--- config.mk ---
export PLATFORM = sky130hd
export DESIGN_NAME = dbpl_cell
export DESIGN_NICKNAME = d
export VERILOG_FILES = /design/src/rtl/dbpl_pkg.sv /design/src/rtl/dbpl_cell.sv
export VERILOG_INCLUDE_DIRS = /design/src /design/src/rtl
export SDC_FILE = /design/constraint.sdc
export NUM_CORES = 1
export LEC_CHECK = 0
export ABC_AREA = 1
export BUFFER_PORTS_ARGS = -buffer_cell sky130_fd_sc_hd__buf_2
export CAP_MARGIN = 20
export CORE_MARGIN = 5
export CORE_UTILIZATION = 31
export CTS_CLUSTER_DIAMETER = 30
export CTS_CLUSTER_SIZE = 24
export DETAILED_ROUTE_END_ITERATION = 6
export PLACE_DENSITY = 0.51
export SLEW_MARGIN = 20
export SYNTH_ARGS = -nofsm -noshare
export SYNTH_HDL_FRONTEND = slang
export SYNTH_SLANG_ARGS = --single-unit
--- constraint.sdc ---
create_clock -name clock -period 21.5 [get_ports clock]
set_input_delay 4.3 -clock clock [delete_from_list [all_inputs] [get_ports clock]]
set_output_delay 4.3 -clock clock [all_outputs]
set_load 0.01 [all_outputs]
--- src/rtl/dark_blob_pupil_locator_unit_defines.svh ---
// Assertion macros shared by the pupil locator RTL.
// Define NO_ASSERTIONS to compile them away.
`ifndef DARK_BLOB_PUPIL_LOCATOR_UNIT_DEFINES_SVH
`define DARK_BLOB_PUPIL_LOCATOR_UNIT_DEFINES_SVH
`ifndef NO_ASSERTIONS
`define DBPL_ASSERT(name, clk, rst, prop) \
   name: assert property (@(posedge clk) disable iff (rst) prop) \
   else $error("dbpl assertion failed");
`define DBPL_ASSERT_NEXT(name, clk, rst, cond, expct) \
   name: assert property (@(posedge clk) disable iff (rst) (cond) |=> (expct)) \
   else $error("dbpl assertion failed");
`else
`define DBPL_ASSERT(name, clk, rst, prop)
`define DBPL_ASSERT_NEXT(name, clk, rst, cond, expct)
`endif
`endif

--- src/rtl/dbpl_pkg.sv ---
// Shared types, constants and helper functions of the pupil locator.
// No dependencies.
`default_nettype none
package dbpl_pkg;
   localparam int FRAME_WIDTH  = 96;
   localparam int FRAME_HEIGHT = 96;
   localparam int BOX_SLOTS    = 50;

   localparam logic [1:0] KIND_NONE   = 2'd0;
   localparam logic [1:0] KIND_PIXEL  = 2'd1;
   localparam logic [1:0] KIND_SEARCH = 2'd2;

   localparam logic [2:0] CSR_THRESHOLD_FRACTION = 3'd0;
   localparam logic [2:0] CSR_NEAR_RADIUS        = 3'd1;
   localparam logic [2:0] CSR_MIN_AREA           = 3'd2;
   localparam logic [2:0] CSR_TARGET_X           = 3'd3;
   localparam logic [2:0] CSR_TARGET_Y           = 3'd4;

   typedef struct packed {
      logic [1:0]  kind;
      logic [6:0]  x;
      logic [6:0]  y;
      logic        claimed;
      logic        found;
      logic [14:0] best_d;
      logic [6:0]  bx;
      logic [6:0]  by;
      logic [6:0]  count;
      logic [7:0]  low;
      logic [7:0]  high;
   } tok_type;

   typedef struct packed {
      logic [13:0] r2;
      logic [13:0] min_area;
      logic [6:0]  tx;
      logic [6:0]  ty;
   } cfg_type;

   function automatic logic [6:0] gap(input logic [6:0] lo, input logic [6:0] hi,
                                      input logic [6:0] p);
      logic [6:0] r;
      if (p < lo) r = lo - p;
      else if (p > hi) r = p - hi;
      else r = 7'd0;
      return r;
   endfunction

   function automatic logic [6:0] absdiff(input logic [6:0] a, input logic [6:0] b);
      return (a > b) ? a - b : b - a;
   endfunction
endpackage
`default_nettype wire

--- src/rtl/dbpl_cell.sv ---
// One box slot of the matching chain: holds a box and passes a token on.
// Depends on dbpl_pkg and the assertion macro header.
`default_nettype none
`include "dark_blob_pupil_locator_unit_defines.svh"
module dbpl_cell (
   input  wire logic             clock,
   input  wire logic             reset,
   input  wire logic             en,
   input  wire dbpl_pkg::cfg_type cfg,
   input  wire dbpl_pkg::tok_type tok_in,
   output dbpl_pkg::tok_type      tok_out
);
   logic             valid_ff, valid_in;
   logic [6:0]       x0_ff, y0_ff, x1_ff, y1_ff;
   logic [6:0]       x0_in, y0_in, x1_in, y1_in;
   dbpl_pkg::tok_type tok_ff, tok_in_nx;

   logic [6:0]  dx, dy, w, h, cx, cy, dcx, dcy;
   logic [7:0]  sx, sy;
   logic [14:0] gap_sq, d;
   logic [13:0] area;
   logic        hit, qual;

   always_comb begin
      dx     = dbpl_pkg::gap(x0_ff, x1_ff, tok_in.x);
      dy     = dbpl_pkg::gap(y0_ff, y1_ff, tok_in.y);
      gap_sq = {1'b0, {7'd0, dx} * {7'd0, dx}} + {1'b0, {7'd0, dy} * {7'd0, dy}};
      hit    = valid_ff && (gap_sq < {1'b0, cfg.r2});
      w      = x1_ff - x0_ff;
      h      = y1_ff - y0_ff;
      area   = {7'd0, w} * {7'd0, h};
      qual   = valid_ff && (area > cfg.min_area);
      sx     = {1'b0, x0_ff} + {1'b0, x1_ff};
      sy     = {1'b0, y0_ff} + {1'b0, y1_ff};
      cx     = sx[7:1];
      cy     = sy[7:1];
      dcx    = dbpl_pkg::absdiff(cx, cfg.tx);
      dcy    = dbpl_pkg::absdiff(cy, cfg.ty);
      d      = {1'b0, {7'd0, dcx} * {7'd0, dcx}} + {1'b0, {7'd0, dcy} * {7'd0, dcy}};

      valid_in  = valid_ff;
      x0_in     = x0_ff;
      y0_in     = y0_ff;
      x1_in     = x1_ff;
      y1_in     = y1_ff;
      tok_in_nx = tok_in;
      if (tok_in.kind == dbpl_pkg::KIND_PIXEL && !tok_in.claimed) begin
         if (hit) begin
            if (tok_in.x < x0_ff) x0_in = tok_in.x;
            if (tok_in.y < y0_ff) y0_in = tok_in.y;
            if (tok_in.x > x1_ff) x1_in = tok_in.x;
            if (tok_in.y > y1_ff) y1_in = tok_in.y;
            tok_in_nx.claimed = 1'b1;
         end else if (!valid_ff) begin
            valid_in = 1'b1;
            x0_in = tok_in.x;
            x1_in = tok_in.x;
            y0_in = tok_in.y;
            y1_in = tok_in.y;
            tok_in_nx.claimed = 1'b1;
         end
      end else if (tok_in.kind == dbpl_pkg::KIND_SEARCH) begin
         valid_in = 1'b0;
         if (valid_ff) tok_in_nx.count = tok_in.count + 7'd1;
         if (qual && (!tok_in.found || d < tok_in.best_d)) begin
            tok_in_nx.found  = 1'b1;
            tok_in_nx.best_d = d;
            tok_in_nx.bx     = cx;
            tok_in_nx.by     = cy;
         end
      end
   end

   always_ff @(posedge clock) begin
      if (reset) begin
         valid_ff    <= 1'b0;
         tok_ff.kind <= dbpl_pkg::KIND_NONE;
      end else if (en) begin
         valid_ff <= valid_in;
         tok_ff   <= tok_in_nx;
      end
   end

   always_ff @(posedge clock) begin
      if (en) begin
         x0_ff <= x0_in;
         y0_ff <= y0_in;
         x1_ff <= x1_in;
         y1_ff <= y1_in;
      end
   end

   assign tok_out = tok_ff;

   `DBPL_ASSERT_NEXT(a_search_clears, clock, reset,
      en && tok_in.kind == dbpl_pkg::KIND_SEARCH, !valid_ff)
   `DBPL_ASSERT_NEXT(a_claim_kept, clock, reset,
      en && tok_in.kind == dbpl_pkg::KIND_PIXEL && tok_in.claimed, tok_ff.claimed)
endmodule
`default_nettype wire

# Yosys cells after proc, flatten, opt, wreduce, memory -nomap -nowiden
# Index checks and enable logic that the tools add are counted.
dict set report classes {
  muxes 26
  add_sub_neg 15
  n_mul 5
  order_cmp 9
  n_reduce_logical 14
  div_mod_pow 0
  n_shift 0
  eq_ne 8
  bitwise 1
}
# cell n
set ops {}
lappend ops {{$mux 7} 17}
lappend ops {{$mux 37} 2}
lappend ops {{$mul 7x7->14} 5}
lappend ops {{$sub 7x7->7} 10}
lappend ops {{$add 14x14->15} 2}
lappend ops {{$mux 30} 1}
lappend ops {{$gt 7x7->1} 4}
lappend ops {{$add 7x7->8} 2}
lappend ops {{$reduce_and 4->1} 4}
lappend ops {{$lt 15x14->1} 1}
lappend ops {{$lt 15x15->1} 1}
lappend ops {{$gt 14x14->1} 1}
lappend ops {{$lt 7x7->1} 2}
lappend ops {{$ne 2x1->1 const B} 5}
lappend ops {{$add 7x1->7 const B} 1}
lappend ops {{$mux 1} 6}
lappend ops {{$logic_and 1x1->1} 4}
lappend ops {{$reduce_and 3->1} 1}
lappend ops {{$eq 2x1->1 const B} 1}
lappend ops {{$eq 2x2->1 const B} 1}
lappend ops {{$logic_not 1->1} 2}
lappend ops {{$ne 2x2->1 const B} 1}
lappend ops {{$reduce_and 2->1} 1}
lappend ops {{$reduce_bool 2->1} 1}
lappend ops {{other kinds (2)} 2}
dict set report totals {
  latchBits 0
  ram_bits 0
  n_memories 0
  reg_bits 99
  in_bits 115
  mem_bits_ro 0
}

# Depth between registers and ports, before layout
dict set report depth {
  word_depth 11
  ltp_mapped 56
  mapped_depth_nobuf 54
}

# Least setup slack after synthesis
# Ideal clock, no wire load.
dict set report synth_path {
  path_type {input -> register}
  startpoint {input port tok_in[61] (netlist bit)}
  endpoint {register x1_ff[0], enable pin}
  cell_stages 41
  required_time_ns 21.140
  slack_ns 9.730
  t_arrival_ns 11.411
  path_buffers 0
  path_cell_list {inv_1 > ha_1 > inv_1 > fa_1 > nand2_1 > inv_1 > nand2_1 > nand2_1 > a21oi_1 > nor2_1 > nor2_1 > xor2_1 > nor2_4 > nor2_4 > nor2_2 > inv_2 > fa_1 > fa_1 > [5 not listed] > ha_1 > inv_1 > nor3_1 > a21oi_1 > o21ai_0 > nand2_1 > a21oi_1 > nor2_1 > nand2_1 > nand2_1 > ha_1 > a211oi_1 > o211ai_1 > inv_1 > nand2_1 > nand2_1 > nand2_1 > nor2_1}
}
dict set report synth_between {
  elab_chain_len 9
  word_cells_on_any_way 13
}
# item line_no
set synth_lines {}
lappend synth_lines {{start, declared} dbpl_cell.sv:10} ;# input wire dbpl_pkg::tok_type tok_in,
lappend synth_lines {{$sub 7x7->7 / $gt 7x7->1 (equally long branches)} {dbpl_pkg.sv:44, dbpl_cell.sv:51}}
lappend synth_lines {{$mux 7} dbpl_pkg.sv:44} ;# else if (p > hi) r = p - hi;
lappend synth_lines {{$mux 7} dbpl_pkg.sv:43} ;# if (p < lo) r = lo - p;
lappend synth_lines {{$mul 7x7->14} dbpl_cell.sv:27} ;# gap_sq = {1'b0, {7'd0, dx} * {7'd0, dx}} + {1'b0, {7'd0, dy} * {7'd0, dy}};
lappend synth_lines {{$add 14x14->15} dbpl_cell.sv:27}
lappend synth_lines {{$lt 15x14->1} dbpl_cell.sv:28} ;# hit = valid_ff && (gap_sq < {1'b0, cfg.r2});
lappend synth_lines {{$logic_and 1x1->1} dbpl_cell.sv:28}
lappend synth_lines {{$ne 2x1->1 (no line)} -}
lappend synth_lines {{$reduce_and 4->1 (no line) *} -}
lappend synth_lines {{end signal, assigned} dbpl_cell.sv:88} ;# x1_ff <= x1_in;
lappend synth_lines {{end, declared} dbpl_cell.sv:14} ;# logic [6:0] x0_ff, y0_ff, x1_ff, y1_ff;
# Mark *: on every way between the ends. The rest lies on a longest branch, timed or not.
# A chain may end at the register's enable or synchronous reset.

# Worst setup path after layout
dict set report layout_path {
  startpoint {input port tok_in[54] (netlist bit)}
  endpoint {register x0_ff[0], enable pin}
}
dict set report layout_between {
  elab_chain_len 9
  word_cells_on_any_way 13
}
# item line_no
set layout_lines {}
lappend layout_lines {{$sub 7x7->7 / $gt 7x7->1 (equally long branches)} dbpl_pkg.sv:44}
lappend layout_lines {{$mux 7} dbpl_pkg.sv:44}
lappend layout_lines {{$mux 7 *} dbpl_pkg.sv:43}
lappend layout_lines {{$mul 7x7->14 *} dbpl_cell.sv:27}
lappend layout_lines {{$add 14x14->15 *} dbpl_cell.sv:27}
lappend layout_lines {{$lt 15x14->1 *} dbpl_cell.sv:28}
lappend layout_lines {{$logic_and 1x1->1 *} dbpl_cell.sv:28}
lappend layout_lines {{$ne 2x1->1 (no line)} -}
lappend layout_lines {{$reduce_and 4->1 (no line) *} -}
lappend layout_lines {{end signal, assigned} dbpl_cell.sv:86} ;# x0_ff <= x0_in;
lappend layout_lines {{end, declared} dbpl_cell.sv:14}
# Marks and branches as above.

==> impl_metrics.py <==
metrics = {
    "outcome": {
        "outcome": "finished clean",
    },
    "timing": {
        "fin_crit_sh_pct": 58.3,
        "finalSetupViolCount": 0,
        "worst_pin_slew_ns": 0.896,
        "setup_tns_ns": 0,
        "hold_ws_ns": 0.538,
        "layout_min_cycle_time_ns": 12.55,
        "report.final.slew_viol_count": 0,
        "hold_viol": 0,
        "fin_skew_ns": 0.0143,
        "relSlewSlack_pct": 39.8,
        "max_freq_ghz": 0.0797,
        "rsz0062_at_grt": "no",
    },
    "synth": {
        "syn_inst": 1883,
        "ys.flop_type": "edfxtp_1",
        "synthArstFlopShare_pct": 0,
        "ys_types": 52,
        "syn-num-nets": 2385,
        "ys_ff_latch": 99,
        "avgSynthCellArea_um2": 8.19,
        "syn_area_mm2": 0.0154,
        "yosys_warnings": 0,
        "synth-edff-count": 96,
        "yosysSeqAreaShare_pct": 19.1,
    },
    "final_layout": {
        "final_cell_mix": "inv_1, nand2_1, ha_1",
        "areaGrowthSynthToFinish_pct": 12.9,
        "fin_cells": 2731,
        "utilization_pct": 35.5,
        "n_antenna_cell": 0,
        "final_common_cell": "inv_1",
        "drive_gt1_share_pct": 14.6,
        "final_nets": 2565,
    },
    "clock_tree": {
        "htreeDepth": 3,
        "cts.clk_slew.worst_paths_ns": 0.08,
        "clock_path_buffers": 2,
        "cts_tree": "done",
        "post-cts-setup-buffers": 0,
        "clock_sinks": 99,
        "cts_hold_buffers": 0,
        "cts_buffers": 9,
        "cts_resized": 0,
        "clockRootBuffer": "clkbuf_16",
        "clk_latency_ns": 0.38,
    },
    "floorplanning": {
        "core-area_mm2": 0.0491,
        "initial_core_util_pct": 31.4,
        "chipWidth_um": 233,
        "dieArea_mm2": 0.0543,
        "boundaryPins": 185,
        "fp-row-count": 81,
        "die_h_um": 233,
    },
    "placement": {
        "placed_cells": 2716,
        "routabilityCongestion": 0.856,
        "io_buffers": 184,
        "hpwlAfterDp_mm": 35.0,
    },
    "route": {
        "wl_per_cell_um": 14.5,
        "wirelength_mm": 39.7,
        "drc": 0,
        "antenna_left": 0,
        "drt_first_pass_iters": 5,
        "viasPerCell": 4.51,
        "dr.first_iter.drc_count": 507,
        "vias": 12300,
    },
    "global_route": {
        "gr-usage-all-layers_pct": 14.9,
        "grt_start_max_net_pins": 55,
        "grt_overflow": 0,
        "grt_pass1_vias": 12700,
        "antenna_found_initial": 2,
        "grt_pass1_wl_mm": 64.7,
    },
    "worst_setup_path": {
        "crit_path_max_fanout": 7,
        "worstPathArrival_ns": 12.56,
        "crit_top_cell": "fa_1",
        "cp_slowest_cell": "a21oi_1",
        "worstSetupPathType": "input pin to flip-flop",
        "worstSetupStartpointType": "input pin",
        "startpoint": "tok_in[54]",
        "cp_data_required_time_ns": 21.52,
        "max_stage_delay_ns": 0.70,
        "end_kind": "flip-flop",
        "r2r-start": "x0_ff[0]",
    },
    "worst_hold_path": {
        "holdCritPathClass": "flip-flop to flip-flop",
        "holdCritStartpoint": "tok_out[68]",
    },
    "flow_run": {
        "maxCapViolations": 0,
    },
}
[cell families after synthesis]
family | Yosys count | share of synthesized area [%]
compound gates | 180 | 7.43
simple gates | 659 | 18.7
xor+xnor | 86 | 4.89
fa+ha+maj | 387 | 38.1
flops | 99 | 19.1
buf+inv | 472 | 11.7
[final cells by class]
type	count	area, um2
well taps	664	831
clock buffers	9	225
flip-flops and latches	99	2940
inverters	454	1710
clock inverters	6	78.8
repair buffers	187	951
multi-input cells	1312	10700
fillers	5239	31600
[worst paths after layout]
path                                     to  slack (ns)  cells after the start
worst max register to register  tok_out[48]       11.41                     42
worst min register to register  tok_out[68]        0.54                      2
worst max-delay path               x0_ff[0]        8.95                     37
worst min-delay path            tok_out[68]        0.54                      2
[critical path: cells and delay by family]
| family | cells | cell delay (ns) |
|---|---|---|
| buffers and inverters | 6 | 0.69 |
| adder cells (fa/ha/maj) | 10 | 4.29 |
| AO/OA/AOI/OAI | 7 | 1.82 |
| XOR/XNOR | 1 | 0.17 |
| AND/OR/NAND/NOR | 13 | 1.29 |
[registers in the layout, indices dropped and copies added, names as in the netlist]
register / cells
tok_out: 70
y1_ff: 7
x0_ff: 7
x1_ff: 7
valid_ff: 1
y0_ff: 7
[through the flow]
| stage | setup slack, ns | instance area [um2] |
|---|---|---|
| after floorplan | 9.73 | 15400 |
| after global placement | 8.58 | 17100 |
| after detailed placement | 8.59 | 17100 |
| after CTS | 8.99 | 17400 |
| after global routing | 8.29 | 17400 |
| final | 8.95 | 17400 |
[routing by layer]
metal  vias up  share of wire (%)  track usage [%]
li1       6241                  -                -
met4         2                1.6             3.42
met5         -              0.033                0
met2       230                 48             26.0
met1      5806                 45             19.4
met3        37                4.6             2.33
[cells in the mapped netlist (5+ instances only)]
| master | n | area, um2 |
|---|---|---|
| ha_1 | 249 | 3120 |
| fa_1 | 138 | 2760 |
| nor3_1 | 11 | 55.1 |
| a21oi_1 | 98 | 490 |
| inv_1 | 429 | 1610 |
| inv_2 | 22 | 82.6 |
| xor2_1 | 56 | 490 |
| xnor2_1 | 30 | 263 |
| nand3_2 | 6 | 60.1 |
| nand2_1 | 347 | 1300 |
| or2_2 | 9 | 56.3 |
| buf_2 | 9 | 45.0 |
| nand2_2 | 18 | 113 |
| nand4_1 | 18 | 113 |
| o21ai_2 | 9 | 78.8 |
| nand3_1 | 88 | 440 |
| nor2_1 | 137 | 514 |
| edfxtp_1 | 96 | 2880 |
| o21bai_1 | 8 | 60.1 |
| nor2_2 | 7 | 43.8 |
| nor2_4 | 5 | 56.3 |
| o21ai_0 | 34 | 170 |
| clkbuf_1 | 5 | 18.8 |
Power is not shown: default switching activity piles up to over one toggle a cycle in this logic, so the estimate is an artifact.
